===== config.mk =====
export PLATFORM = sky130hd
export DESIGN_NAME = scanline_digit_classifier_core
export DESIGN_NICKNAME = d
export VERILOG_FILES = /design/src/rtl/core/scd_pkg.sv /design/src/rtl/core/scd_run_counter.sv /design/src/rtl/core/scanline_digit_classifier_core.sv
export SDC_FILE = /design/constraint.sdc
export NUM_CORES = 1
export LEC_CHECK = 0
export BUFFER_PORTS_ARGS = -buffer_cell sky130_fd_sc_hd__buf_2
export CORE_MARGIN = 2
export CORE_UTILIZATION = 45
export CTS_BUF_LIST = sky130_fd_sc_hd__clkbuf_8
export CTS_CLUSTER_SIZE = 40
export DETAILED_ROUTE_END_ITERATION = 6
export PLACE_DENSITY = 0.63
export SYNTH_ARGS = -nofsm -noshare
export SYNTH_HDL_FRONTEND = slang
export SYNTH_SLANG_ARGS = --single-unit

===== constraint.sdc =====
create_clock -name aclk -period 9 [get_ports aclk]
set_input_delay 0.9 -clock aclk [delete_from_list [all_inputs] [get_ports aclk]]
set_output_delay 0.9 -clock aclk [all_outputs]
set_load 0.005 [all_outputs]

===== src/rtl/core/scd_pkg.sv =====
// Shared types, constants and the shape-code lookup for the scanline digit classifier.
// No dependencies; imported by scd_run_counter and scanline_digit_classifier_core.

package scd_pkg;

    // Run counts saturate at seven, so three bits are enough.
    localparam int RUN_W = 3;
    typedef logic [RUN_W-1:0] run_cnt_t;
    localparam run_cnt_t RUN_MAX = run_cnt_t'(7);

    // Stream word widths.
    localparam int S_TDATA_W = 48;
    localparam int M_TDATA_W = 8;
    localparam int COORD_W   = 8;
    localparam int DIM_W     = 9;
    localparam int CHAR_W    = 7;

    // Glyph dimensions are clamped to this before sample positions are computed.
    localparam logic [DIM_W-1:0] MAX_DIM = 9'd256;
    localparam logic [7:0]       WHITE   = 8'd255;

    // Reciprocal constants: floor(3h/10) = (h*615) >> 11 and
    // floor(66h/100) = (h*346038) >> 19, exact for every h up to 256.
    localparam int R1_MUL  = 615;
    localparam int R1_SH   = 11;
    localparam int R1_PW   = 19;
    localparam int R2_MUL  = 346038;
    localparam int R2_SH   = 19;
    localparam int R2_PW   = 28;

    // Shape codes {column runs, upper row runs, lower row runs}.
    localparam logic [8:0] CODE_X = {3'd1, 3'd2, 3'd2};
    localparam logic [8:0] CODE_0 = {3'd2, 3'd2, 3'd2};
    localparam logic [8:0] CODE_1 = {3'd1, 3'd1, 3'd1};
    localparam logic [8:0] CODE_2 = {3'd3, 3'd1, 3'd1};
    localparam logic [8:0] CODE_3 = {3'd3, 3'd0, 3'd0};
    localparam logic [8:0] CODE_4 = {3'd2, 3'd2, 3'd1};
    localparam logic [8:0] CODE_5 = {3'd3, 3'd3, 3'd3};
    localparam logic [8:0] CODE_6 = {3'd3, 3'd1, 3'd2};
    localparam logic [8:0] CODE_7 = {3'd2, 3'd1, 3'd1};
    localparam logic [8:0] CODE_8 = {3'd3, 3'd2, 3'd2};
    localparam logic [8:0] CODE_9 = {3'd3, 3'd2, 3'd1};

    // ASCII results.
    localparam logic [CHAR_W-1:0] CH_NONE = 7'd0;
    localparam logic [CHAR_W-1:0] CH_X    = 7'd88;
    localparam logic [CHAR_W-1:0] CH_ZERO = 7'd48;

    // Control word that the core hands to each line run counter.
    typedef struct packed {
        logic step;        // an item is processed this cycle
        logic hit;         // the item lies on this counter's sample line
        logic white;       // the pixel is white
        logic line_start;  // the pixel sits at index 0 of its line
        logic clear;       // last pixel of the glyph: return to reset state
    } run_ctrl_t;

    // Map a shape code to its character, CH_NONE if unknown.
    function automatic logic [CHAR_W-1:0] scd_lookup(input logic [8:0] code);
        logic [CHAR_W-1:0] ch;
        unique case (code)
            CODE_X:  ch = CH_X;
            CODE_0:  ch = CH_ZERO;
            CODE_1:  ch = CH_ZERO + 7'd1;
            CODE_2:  ch = CH_ZERO + 7'd2;
            CODE_3:  ch = CH_ZERO + 7'd3;
            CODE_4:  ch = CH_ZERO + 7'd4;
            CODE_5:  ch = CH_ZERO + 7'd5;
            CODE_6:  ch = CH_ZERO + 7'd6;
            CODE_7:  ch = CH_ZERO + 7'd7;
            CODE_8:  ch = CH_ZERO + 7'd8;
            CODE_9:  ch = CH_ZERO + 7'd9;
            default: ch = CH_NONE;
        endcase
        return ch;
    endfunction

endpackage


===== src/rtl/core/scd_run_counter.sv =====
// Saturating white-run counter for one sample line of the glyph.
// Depends on scd_pkg for run_cnt_t, RUN_MAX and run_ctrl_t.

module scd_run_counter
    import scd_pkg::*;
(
    input  logic      aclk,
    input  logic      aresetn,
    input  run_ctrl_t ctrl,
    output run_cnt_t  runs_next
);

    run_cnt_t runs_reg;
    logic     prev_white_reg;
    logic     prev_white_next;

    // A run begins on a white pixel at the line start or after a non-white pixel.
    always_comb begin
        runs_next       = runs_reg;
        prev_white_next = prev_white_reg;
        if (ctrl.hit) begin
            if (ctrl.white && (ctrl.line_start || !prev_white_reg)) begin
                runs_next = (runs_reg == RUN_MAX) ? RUN_MAX : runs_reg + run_cnt_t'(1);
            end
            prev_white_next = ctrl.white;
        end
    end

    // Update on each processed item; the glyph's last pixel clears the line.
    always_ff @(posedge aclk) begin
        if (!aresetn) begin
            runs_reg       <= '0;
            prev_white_reg <= 1'b0;
        end else if (ctrl.step) begin
            if (ctrl.clear) begin
                runs_reg       <= '0;
                prev_white_reg <= 1'b0;
            end else begin
                runs_reg       <= runs_next;
                prev_white_reg <= prev_white_next;
            end
        end
    end

endmodule


===== src/rtl/core/scanline_digit_classifier_core.sv =====
// Top level of the scanline digit classifier: input register, line sampling and result register.
// Depends on scd_pkg and instantiates three scd_run_counter lines.
//
//  channel | ports                       | word contents
//  --------+-----------------------------+---------------------------------------------
//  s_      | s_tvalid s_tready s_tdata   | one pixel with its coordinates and glyph size
//          | s_tlast                     | last pixel of the glyph
//  m_      | m_tvalid m_tready m_tdata   | classified character, one per glyph
//          | m_tuser                     | character was recognized
//
// One pixel word is taken per cycle while no last pixel waits on a held result; the result
// word is loaded when the last pixel leaves the input register, provided the result slot is free.
// The per-pixel work (sample positions, run tests, code lookup) sits between the
// input register and the result register, so throughput is one word per cycle when no result is held.
// Reset is synchronous on aresetn low and clears all line state; the block then
// accepts at once. A held result stalls the input only when a last pixel is waiting.

module scanline_digit_classifier_core
    import scd_pkg::*;
(
    input  logic                 aclk,
    input  logic                 aresetn,
    input  logic                 s_tvalid,
    output logic                 s_tready,
    // [7:0] pixel, [15:8] row, [23:16] col, [32:24] glyph_width,
    // [41:33] glyph_height, [47:42] zero
    input  logic [S_TDATA_W-1:0] s_tdata,
    input  logic                 s_tlast,
    output logic                 m_tvalid,
    input  logic                 m_tready,
    // [6:0] char_code, [7] zero
    output logic [M_TDATA_W-1:0] m_tdata,
    // [0] recognized
    output logic                 m_tuser
);

    // Input register.
    logic               in_valid_reg;
    logic [7:0]         in_pixel_reg;
    logic [COORD_W-1:0] in_row_reg;
    logic [COORD_W-1:0] in_col_reg;
    logic [DIM_W-1:0]   in_width_reg;
    logic [DIM_W-1:0]   in_height_reg;
    logic               in_last_reg;

    // Result register.
    logic               m_valid_reg;
    logic [CHAR_W-1:0]  m_char_reg;
    logic               m_recog_reg;

    logic               s_fire;
    logic               out_free;
    logic               advance;

    // Handshake: an item moves on unless it is a last pixel facing a full result slot.
    assign s_fire   = s_tvalid && s_tready;
    assign out_free = !m_valid_reg || m_tready;
    assign advance  = in_valid_reg && (!in_last_reg || out_free);
    assign s_tready = !in_valid_reg || advance;

    always_ff @(posedge aclk) begin
        if (!aresetn) begin
            in_valid_reg <= 1'b0;
        end else if (s_fire) begin
            in_valid_reg <= 1'b1;
        end else if (advance) begin
            in_valid_reg <= 1'b0;
        end
    end

    always_ff @(posedge aclk) begin
        if (s_fire) begin
            in_pixel_reg  <= s_tdata[7:0];
            in_row_reg    <= s_tdata[15:8];
            in_col_reg    <= s_tdata[23:16];
            in_width_reg  <= s_tdata[32:24];
            in_height_reg <= s_tdata[41:33];
            in_last_reg   <= s_tlast;
        end
    end

    // Sample positions from the clamped glyph size.
    logic [DIM_W-1:0]   w_cl;
    logic [DIM_W-1:0]   h_cl;
    logic [R1_PW-1:0]   r1_prod;
    logic [R2_PW-1:0]   r2_prod;
    logic [COORD_W-1:0] upper_pos;
    logic [COORD_W-1:0] lower_pos;
    logic [COORD_W-1:0] mid_pos;

    assign w_cl      = (in_width_reg  > MAX_DIM) ? MAX_DIM : in_width_reg;
    assign h_cl      = (in_height_reg > MAX_DIM) ? MAX_DIM : in_height_reg;
    assign r1_prod   = R1_PW'(h_cl) * R1_PW'(R1_MUL);
    assign r2_prod   = R2_PW'(h_cl) * R2_PW'(R2_MUL);
    assign upper_pos = r1_prod[R1_SH +: COORD_W];
    assign lower_pos = r2_prod[R2_SH +: COORD_W];
    assign mid_pos   = w_cl[DIM_W-1:1];

    // Line hits for the current pixel.
    logic white;
    logic upper_hit;
    logic lower_hit;
    logic mid_hit;

    assign white     = (in_pixel_reg == WHITE);
    assign upper_hit = (in_row_reg == upper_pos);
    assign lower_hit = (in_row_reg == lower_pos);
    assign mid_hit   = (in_col_reg == mid_pos);

    // Three run counters: two rows and the middle column.
    run_ctrl_t upper_ctrl;
    run_ctrl_t lower_ctrl;
    run_ctrl_t mid_ctrl;
    run_cnt_t  upper_runs_next;
    run_cnt_t  lower_runs_next;
    run_cnt_t  mid_runs_next;

    assign upper_ctrl = '{step: advance, hit: upper_hit, white: white,
                          line_start: (in_col_reg == '0), clear: in_last_reg};
    assign lower_ctrl = '{step: advance, hit: lower_hit, white: white,
                          line_start: (in_col_reg == '0), clear: in_last_reg};
    assign mid_ctrl   = '{step: advance, hit: mid_hit, white: white,
                          line_start: (in_row_reg == '0), clear: in_last_reg};

    scd_run_counter u_upper_runs (
        .aclk      (aclk),
        .aresetn   (aresetn),
        .ctrl      (upper_ctrl),
        .runs_next (upper_runs_next)
    );

    scd_run_counter u_lower_runs (
        .aclk      (aclk),
        .aresetn   (aresetn),
        .ctrl      (lower_ctrl),
        .runs_next (lower_runs_next)
    );

    scd_run_counter u_mid_runs (
        .aclk      (aclk),
        .aresetn   (aresetn),
        .ctrl      (mid_ctrl),
        .runs_next (mid_runs_next)
    );

    // First white column on each sampled row.
    logic               upper_seen_reg;
    logic               lower_seen_reg;
    logic [COORD_W-1:0] upper_first_reg;
    logic [COORD_W-1:0] lower_first_reg;
    logic               upper_seen_next;
    logic               lower_seen_next;
    logic [COORD_W-1:0] upper_first_next;
    logic [COORD_W-1:0] lower_first_next;

    always_comb begin
        upper_seen_next  = upper_seen_reg;
        upper_first_next = upper_first_reg;
        lower_seen_next  = lower_seen_reg;
        lower_first_next = lower_first_reg;
        if (upper_hit && white && !upper_seen_reg) begin
            upper_seen_next  = 1'b1;
            upper_first_next = in_col_reg;
        end
        if (lower_hit && white && !lower_seen_reg) begin
            lower_seen_next  = 1'b1;
            lower_first_next = in_col_reg;
        end
    end

    always_ff @(posedge aclk) begin
        if (!aresetn) begin
            upper_seen_reg  <= 1'b0;
            lower_seen_reg  <= 1'b0;
            upper_first_reg <= '0;
            lower_first_reg <= '0;
        end else if (advance) begin
            if (in_last_reg) begin
                upper_seen_reg  <= 1'b0;
                lower_seen_reg  <= 1'b0;
                upper_first_reg <= '0;
                lower_first_reg <= '0;
            end else begin
                upper_seen_reg  <= upper_seen_next;
                lower_seen_reg  <= lower_seen_next;
                upper_first_reg <= upper_first_next;
                lower_first_reg <= lower_first_next;
            end
        end
    end

    // Classification. A glyph with three column runs and one run on each row
    // is told apart by where its rows first turn white relative to the middle.
    run_cnt_t          k1;
    run_cnt_t          k2;
    logic [CHAR_W-1:0] char_next;

    always_comb begin
        k1 = upper_runs_next;
        k2 = lower_runs_next;
        if (mid_runs_next == run_cnt_t'(3) && k1 == run_cnt_t'(1)
                && k2 == run_cnt_t'(1)) begin
            if (upper_first_next > mid_pos && lower_first_next > mid_pos) begin
                k1 = run_cnt_t'(0);
                k2 = run_cnt_t'(0);
            end else if (upper_first_next < mid_pos && lower_first_next > mid_pos) begin
                k1 = run_cnt_t'(3);
                k2 = run_cnt_t'(3);
            end
        end
        char_next = scd_lookup({mid_runs_next, k1, k2});
    end

    // Result register.
    always_ff @(posedge aclk) begin
        if (!aresetn) begin
            m_valid_reg <= 1'b0;
        end else if (advance && in_last_reg) begin
            m_valid_reg <= 1'b1;
        end else if (m_tready) begin
            m_valid_reg <= 1'b0;
        end
    end

    always_ff @(posedge aclk) begin
        if (advance && in_last_reg) begin
            m_char_reg  <= char_next;
            m_recog_reg <= (char_next != CH_NONE);
        end
    end

    assign m_tvalid = m_valid_reg;
    assign m_tdata  = {1'b0, m_char_reg};
    assign m_tuser  = m_recog_reg;

`ifndef SYNTHESIS
    // A processed last pixel always loads the result slot.
    a_last_loads_result: assert property (@(posedge aclk) disable iff (!aresetn)
        (advance && in_last_reg) |=> m_valid_reg)
        else $error("last pixel did not produce a result");

    // The recognized flag agrees with the character code.
    a_recog_matches_code: assert property (@(posedge aclk) disable iff (!aresetn)
        m_valid_reg |-> (m_recog_reg == (m_char_reg != CH_NONE)))
        else $error("recognized flag disagrees with character code");

    // An empty input register never refuses a word.
    a_empty_accepts: assert property (@(posedge aclk) disable iff (!aresetn)
        !in_valid_reg |-> s_tready)
        else $error("input refused while input register empty");

    // First-white columns stay zero until a white pixel is seen on that row.
    a_first_white_clean: assert property (@(posedge aclk) disable iff (!aresetn)
        (!upper_seen_reg |-> upper_first_reg == '0)
        and (!lower_seen_reg |-> lower_first_reg == '0))
        else $error("first-white column set without a white pixel");

    // After a glyph ends, the next item starts with cleared row tracking.
    a_clear_after_last: assert property (@(posedge aclk) disable iff (!aresetn)
        (advance && in_last_reg) |=> (!upper_seen_reg && !lower_seen_reg))
        else $error("row tracking not cleared after last pixel");
`endif

endmodule

==> results.toml, run 1 <==
[run_status]
status = "finished clean"

[detailed_routing]
drc = 0
vias = 6883
drt_iter0_drc = 497
dr.pass1.iters = 5
wl_um = 20200
vias_per_cell = 5.46
wl_per_cell_um = 16.0
antenna_left = 0

[power_and_ir_drop]
power_density_nw_per_um2 = 154
total_power_mw = 1.49
leakage_nw = 4.39
ir_worst_vdd_uv = 114

[sta]
worst_slew_pin_slew_ps = 835
finalCriticalPeriod_ps = 8370
fin_crit_sh = 0.930
slew-limit-headroom = 0.439
skew_ps = 22.0
finalSetupViolCount = 0
hold_viol_final = 0
timing.fmax_mhz = 120
fin_tns_setup_ps = 0
rsz0062_at_grt = "false"
slew_violations = 0

[clock_tree]
clockBufferDepth = 2
cts_buffers = 9
cts_tree = "done"
worstSkewPairLatency_ps = 380
htreeDepth = 3
clock-sinks = 83
cts_hold_buf = 0
clk_pin_slew_ps = 110
clockRootBuffer = "clkbuf_8"

[setup_path]
path_class = "flip-flop to flip-flop"
slowest_stage = "or4_1"
slowest_delay_ps = 560
crit_path_end_kind = "flip-flop"
arrival_ps = 8580
critPathLaunchType = "flip-flop"
cp_common_cell = "fa_1"
rrSetupSlack_ps = 630
crit_required_ps = 9220
worstPathMaxFanout = 10

[layout]
drive_gt1_frac = 0.141
layout_commonest_cell = "inv_1"
nNetsFinal = 1219
syn2layout_area_growth_pct = 10.1
final_cell_mix = "inv_1 (133), ha_1 (117), fa_1 (57)"
insertedDiodeCount = 0

[logic_synthesis]
ys_ff_latch = 83
netlist_area_um2 = 8810
syn_inst = 930
ys_types = 88
synth_edf_count = 51
yosysWarnings = 0
ys_async_sr_fraction = 0
synth_top_area_cell = "edfxtp_1"
synth_ff_type = "edfxtp_1"
synth_top_area_frac = 0.174
synth.yosys.seq_area_share = 0.246
avgSynthCellArea_um2 = 9.48
synth.area.top_cells = "edfxtp_1 (17%), ha_1 (17%), fa_1 (13%)"

[place]
post-dp-hpwl_um = 16500
io_buffer_count = 56
gp_congestion = 0.909

[die]
core_um2 = 19300
io_pins = 64
fp-row-count = 51
start_util = 0.456
die_w_um = 144
chipHeight_um = 144
die-area_um2 = 20700

[grt]
grt_overflow_total = 0
grt_max_degree = 34
antenna_found_initial = 0
grt_pass1_vias = 6678
grt_use_total = 0.209
grt_pass1_wl_um = 33700

[job]
maxCapViolCount = 0

[worst_hold_path]
hold_class = "flip-flop to flip-flop"
## worst paths after layout
| kind | cells past startpoint | from | to |
|---|---|---|---|
| max | 31 | in_height_reg[8]$_DFFE_PP_ | m_char_reg[2]$_DFFE_PP_ |
| min | 2 | upper_seen_reg$_SDFFE_PN0P_ | upper_seen_reg$_SDFFE_PN0P_ |
| max reg2reg | 31 | in_height_reg[8]$_DFFE_PP_ | m_char_reg[2]$_DFFE_PP_ |
| min reg2reg | 2 | upper_seen_reg$_SDFFE_PN0P_ | upper_seen_reg$_SDFFE_PN0P_ |
## cell usage after synthesis (5+ instances only)
library cell  count
a21o_1           12
a21oi_1          46
a22oi_1          19
a31oi_1           8
and2_1           10
and3_1            5
buf_2            10
clkbuf_1         17
dfxtp_1          32
edfxtp_1         51
fa_1             57
ha_1            118
inv_1           134
mux2_2           13
mux2i_1           6
nand2_1          54
nand2b_1         17
nand3_1          13
nand3b_1          5
nand4_1          17
nand4b_1          5
nor2_1           39
nor2b_1          31
nor3_1            9
nor4_1            8
o2111ai_1         9
o211ai_1          8
o21a_1           12
o21ai_0          40
xnor2_1          11
xor2_1           10
## power by group
part	internal, mW	switching (mW)
clock network	0.161	0.157
logic	0.303	0.443
registers	0.417	0.0116
total	0.880	0.612
## critical path: cells and delay by family (launching register included)
family / cells / cell delay [ps]
adders and majority gates: 6 / 2690
and+or+nand+nor: 10 / 2040
AOI/OAI and AO/OA: 8 / 1810
buffers and inverters: 6 / 910
DFF: 1 / 370
muxes: 1 / 360
## what timing repair did
item                       4_1_cts  5_1_grt
resized for setup                0        5
setup buffers                    0        2
setup endpoints to repair        0        6
## layer usage
layer	global-route usage	wire length (µm)
met1	0.305	10100
met2	0.320	8880
met3	0.0293	811
met4	0.0640	416
met5	0	0
## logic make-up after synthesis
group,after synthesis,share of synthesized area
fa+ha+maj,175,0.297
simple gates,248,0.160
mux,21,0.0268
compound gates,213,0.169
other cells,2,0.000852
xor+xnor,23,0.0246
flops,83,0.246
buf+inv,165,0.0747
## cell type report
type	count	area, µm²
well taps	265	332
multi-input cells	685	6020
repair buffers	78	445
inverters	134	503
clock buffers	9	124
flip-flops and latches	83	2170
clock inverters	7	105
fillers	1812	9630
## metrics by stage
step	util	cell area, µm²	worst slack (ps)	std cells	hold WS, ps
final	0.502	9700	632	1261	489
after global routing	0.502	9700	59.8	1261	508
after CTS	0.500	9670	407	1259	491
after detailed placement	0.489	9450	449	1243	469
after global placement	0.489	9450	454	1243	456
after floorplan	-	8820	957	933	437
No activity file was read; power rests on OpenSTA's default activity.
==> run 2, diff against run 1 <==
==> constraint.sdc (replaced) <==
create_clock -name aclk -period 9 [get_ports aclk]
set_input_delay 1.8 -clock aclk [delete_from_list [all_inputs] [get_ports aclk]]
set_output_delay 1.8 -clock aclk [all_outputs]
set_load 0.005 [all_outputs]
==> results.toml, run 2 (synthesis gave the netlist of run 1 again) <==
[clock_tree]
htreeDepth = 3
cts_hold_buf = 0
cts_buffers = 9
clockRootBuffer = "clkbuf_8"
clock-sinks = 83
clockBufferDepth = 2
worstSkewPairLatency_ps = 380
clk_pin_slew_ps = 100
cts_tree = "done"

[sta]
finalSetupViolCount = 0
finalCriticalPeriod_ps = 8490
slew_violations = 0
worst_slew_pin_slew_ps = 853
fin_tns_setup_ps = 0
skew_ps = 18.4
hold_viol_final = 0
timing.fmax_mhz = 118
fin_crit_sh = 0.943
rsz0062_at_grt = "false"
slew-limit-headroom = 0.430

[power_and_ir_drop]
total_power_mw = 1.43
power_frac_seq = 0.300
netSwitchingPower_mw = 0.606
power_density_nw_per_um2 = 148
power_frac_comb = 0.519
pwr-share-clk = 0.181
switching_share = 0.425
p_int_mw = 0.822
leakage_nw = 4.35
ir_worst_vdd_uv = 121

[worst_hold_path]
min_path_cells = 2
hold_class = "flip-flop to flip-flop"

[setup_path]
startpoint = "in_height_reg[8]$_DFFE_PP_"
slowest_stage = "fa_1"
crit_required_ps = 9210
arrival_ps = 8700
crit_path_end_kind = "flip-flop"
rrSetupSlack_ps = 510
worstPathMaxFanout = 8
reg2reg_from = "in_height_reg[8]$_DFFE_PP_"
rr_endpoint = "m_char_reg[2]$_DFFE_PP_"
path_class = "flip-flop to flip-flop"
critPathCapture = "m_char_reg[2]$_DFFE_PP_"
critPathLaunchType = "flip-flop"
slowest_delay_ps = 670
reg2reg_depth = 31
cp_common_cell = "fa_1"

[run_status]
status = "finished clean"

[detailed_routing]
vias = 6815
antenna_left = 0
dr.pass1.iters = 5
wl_per_cell_um = 16.0
wl_um = 20200
drt_iter0_drc = 443
vias_per_cell = 5.42
drc = 0

[layout]
fill_cells = 1834
drive_gt1_frac = 0.138
multiInputGateArea_um2 = 6010
syn2layout_area_growth_pct = 9.21
final_cell_mix = "inv_1 (132), ha_1 (117), fa_1 (57)"
seq_area_um2 = 2170
insertedDiodeCount = 0
layout_commonest_cell = "inv_1"
nNetsFinal = 1216

[grt]
antenna_found_initial = 0
grt_pass1_vias = 6654
grt_overflow_total = 0
grt_pass1_wl_um = 33500
grt_max_degree = 35
grt_use_total = 0.206

[job]
maxCapViolCount = 0

[die]
fp-row-count = 51
start_util = 0.456
die_w_um = 144
io_pins = 64
core_um2 = 19300
die-area_um2 = 20700
chipHeight_um = 144

[place]
gp_congestion = 0.890
io_buffer_count = 56
post-dp-hpwl_um = 16400
run 2: power by group through the flow:
stage | clock, mW | sequential, mW | combinational [mW]
after CTS | 0.267 | 0.429 | 0.739
after floorplan | 0 | 0.433 | 0.571
after global placement | 0 | 0.437 | 0.731
after detailed placement | 0 | 0.438 | 0.733
final | 0.258 | 0.429 | 0.741
after global routing | 0.279 | 0.431 | 0.851
run 2: per-layer routing:
layer	vias up	wire [µm]	global-route usage
li1	3432	-	-
met1	3215	9950	0.296
met2	142	8850	0.322
met3	26	935	0.0350
met4	0	421	0.0583
met5	-	0	0
run 2: cell type report:
type,instances,share of cell area
inverter,134,0.0523
clock inverter,7,0.00598
sequential,83,0.226
multi-input combinational,685,0.625
clock buffer,9,0.0129
timing repair buffer,75,0.0439
tap,265,0.0345
run 2: how the worst min path moves through the flow:
stage / from / end / slack (ps)
after CTS: upper_seen_reg$_SDFFE_PN0P_ / upper_seen_reg$_SDFFE_PN0P_ / 490
final: upper_seen_reg$_SDFFE_PN0P_ / upper_seen_reg$_SDFFE_PN0P_ / 500
after global routing: upper_seen_reg$_SDFFE_PN0P_ / upper_seen_reg$_SDFFE_PN0P_ / 550
after global placement: upper_seen_reg$_SDFFE_PN0P_ / upper_seen_reg$_SDFFE_PN0P_ / 460
after detailed placement: upper_seen_reg$_SDFFE_PN0P_ / upper_seen_reg$_SDFFE_PN0P_ / 460
after floorplan: upper_seen_reg$_SDFFE_PN0P_ / upper_seen_reg$_SDFFE_PN0P_ / 440
run 2: timing repair:
action / in CTS / in global routing
buffers inserted: 0 / 0
setup endpoints to repair: 0 / 6
resized for setup: 0 / 5
run 2: per-stage QoR:
| stage | hold slack, ps | util | cell area, µm² | std cells | setup WS (ps) |
|---|---|---|---|---|---|
| after floorplan | 437 | - | 8820 | 933 | 957 |
| after global placement | 457 | 0.488 | 9440 | 1242 | 541 |
| after detailed placement | 461 | 0.488 | 9440 | 1242 | 521 |
| after CTS | 490 | 0.498 | 9620 | 1258 | 472 |
| after global routing | 549 | 0.498 | 9620 | 1258 | 8.42 |
| final | 500 | 0.498 | 9620 | 1258 | 510 |
run 2: critical path, delay by kind of cell, from the launching register on:
family,cells,cell delay (ps)
AOI/OAI and AO/OA,10,2030
and+or+nand+nor,9,1950
muxes,1,370
buffers and inverters,5,620
DFF,1,540
adders and majority gates,6,2810
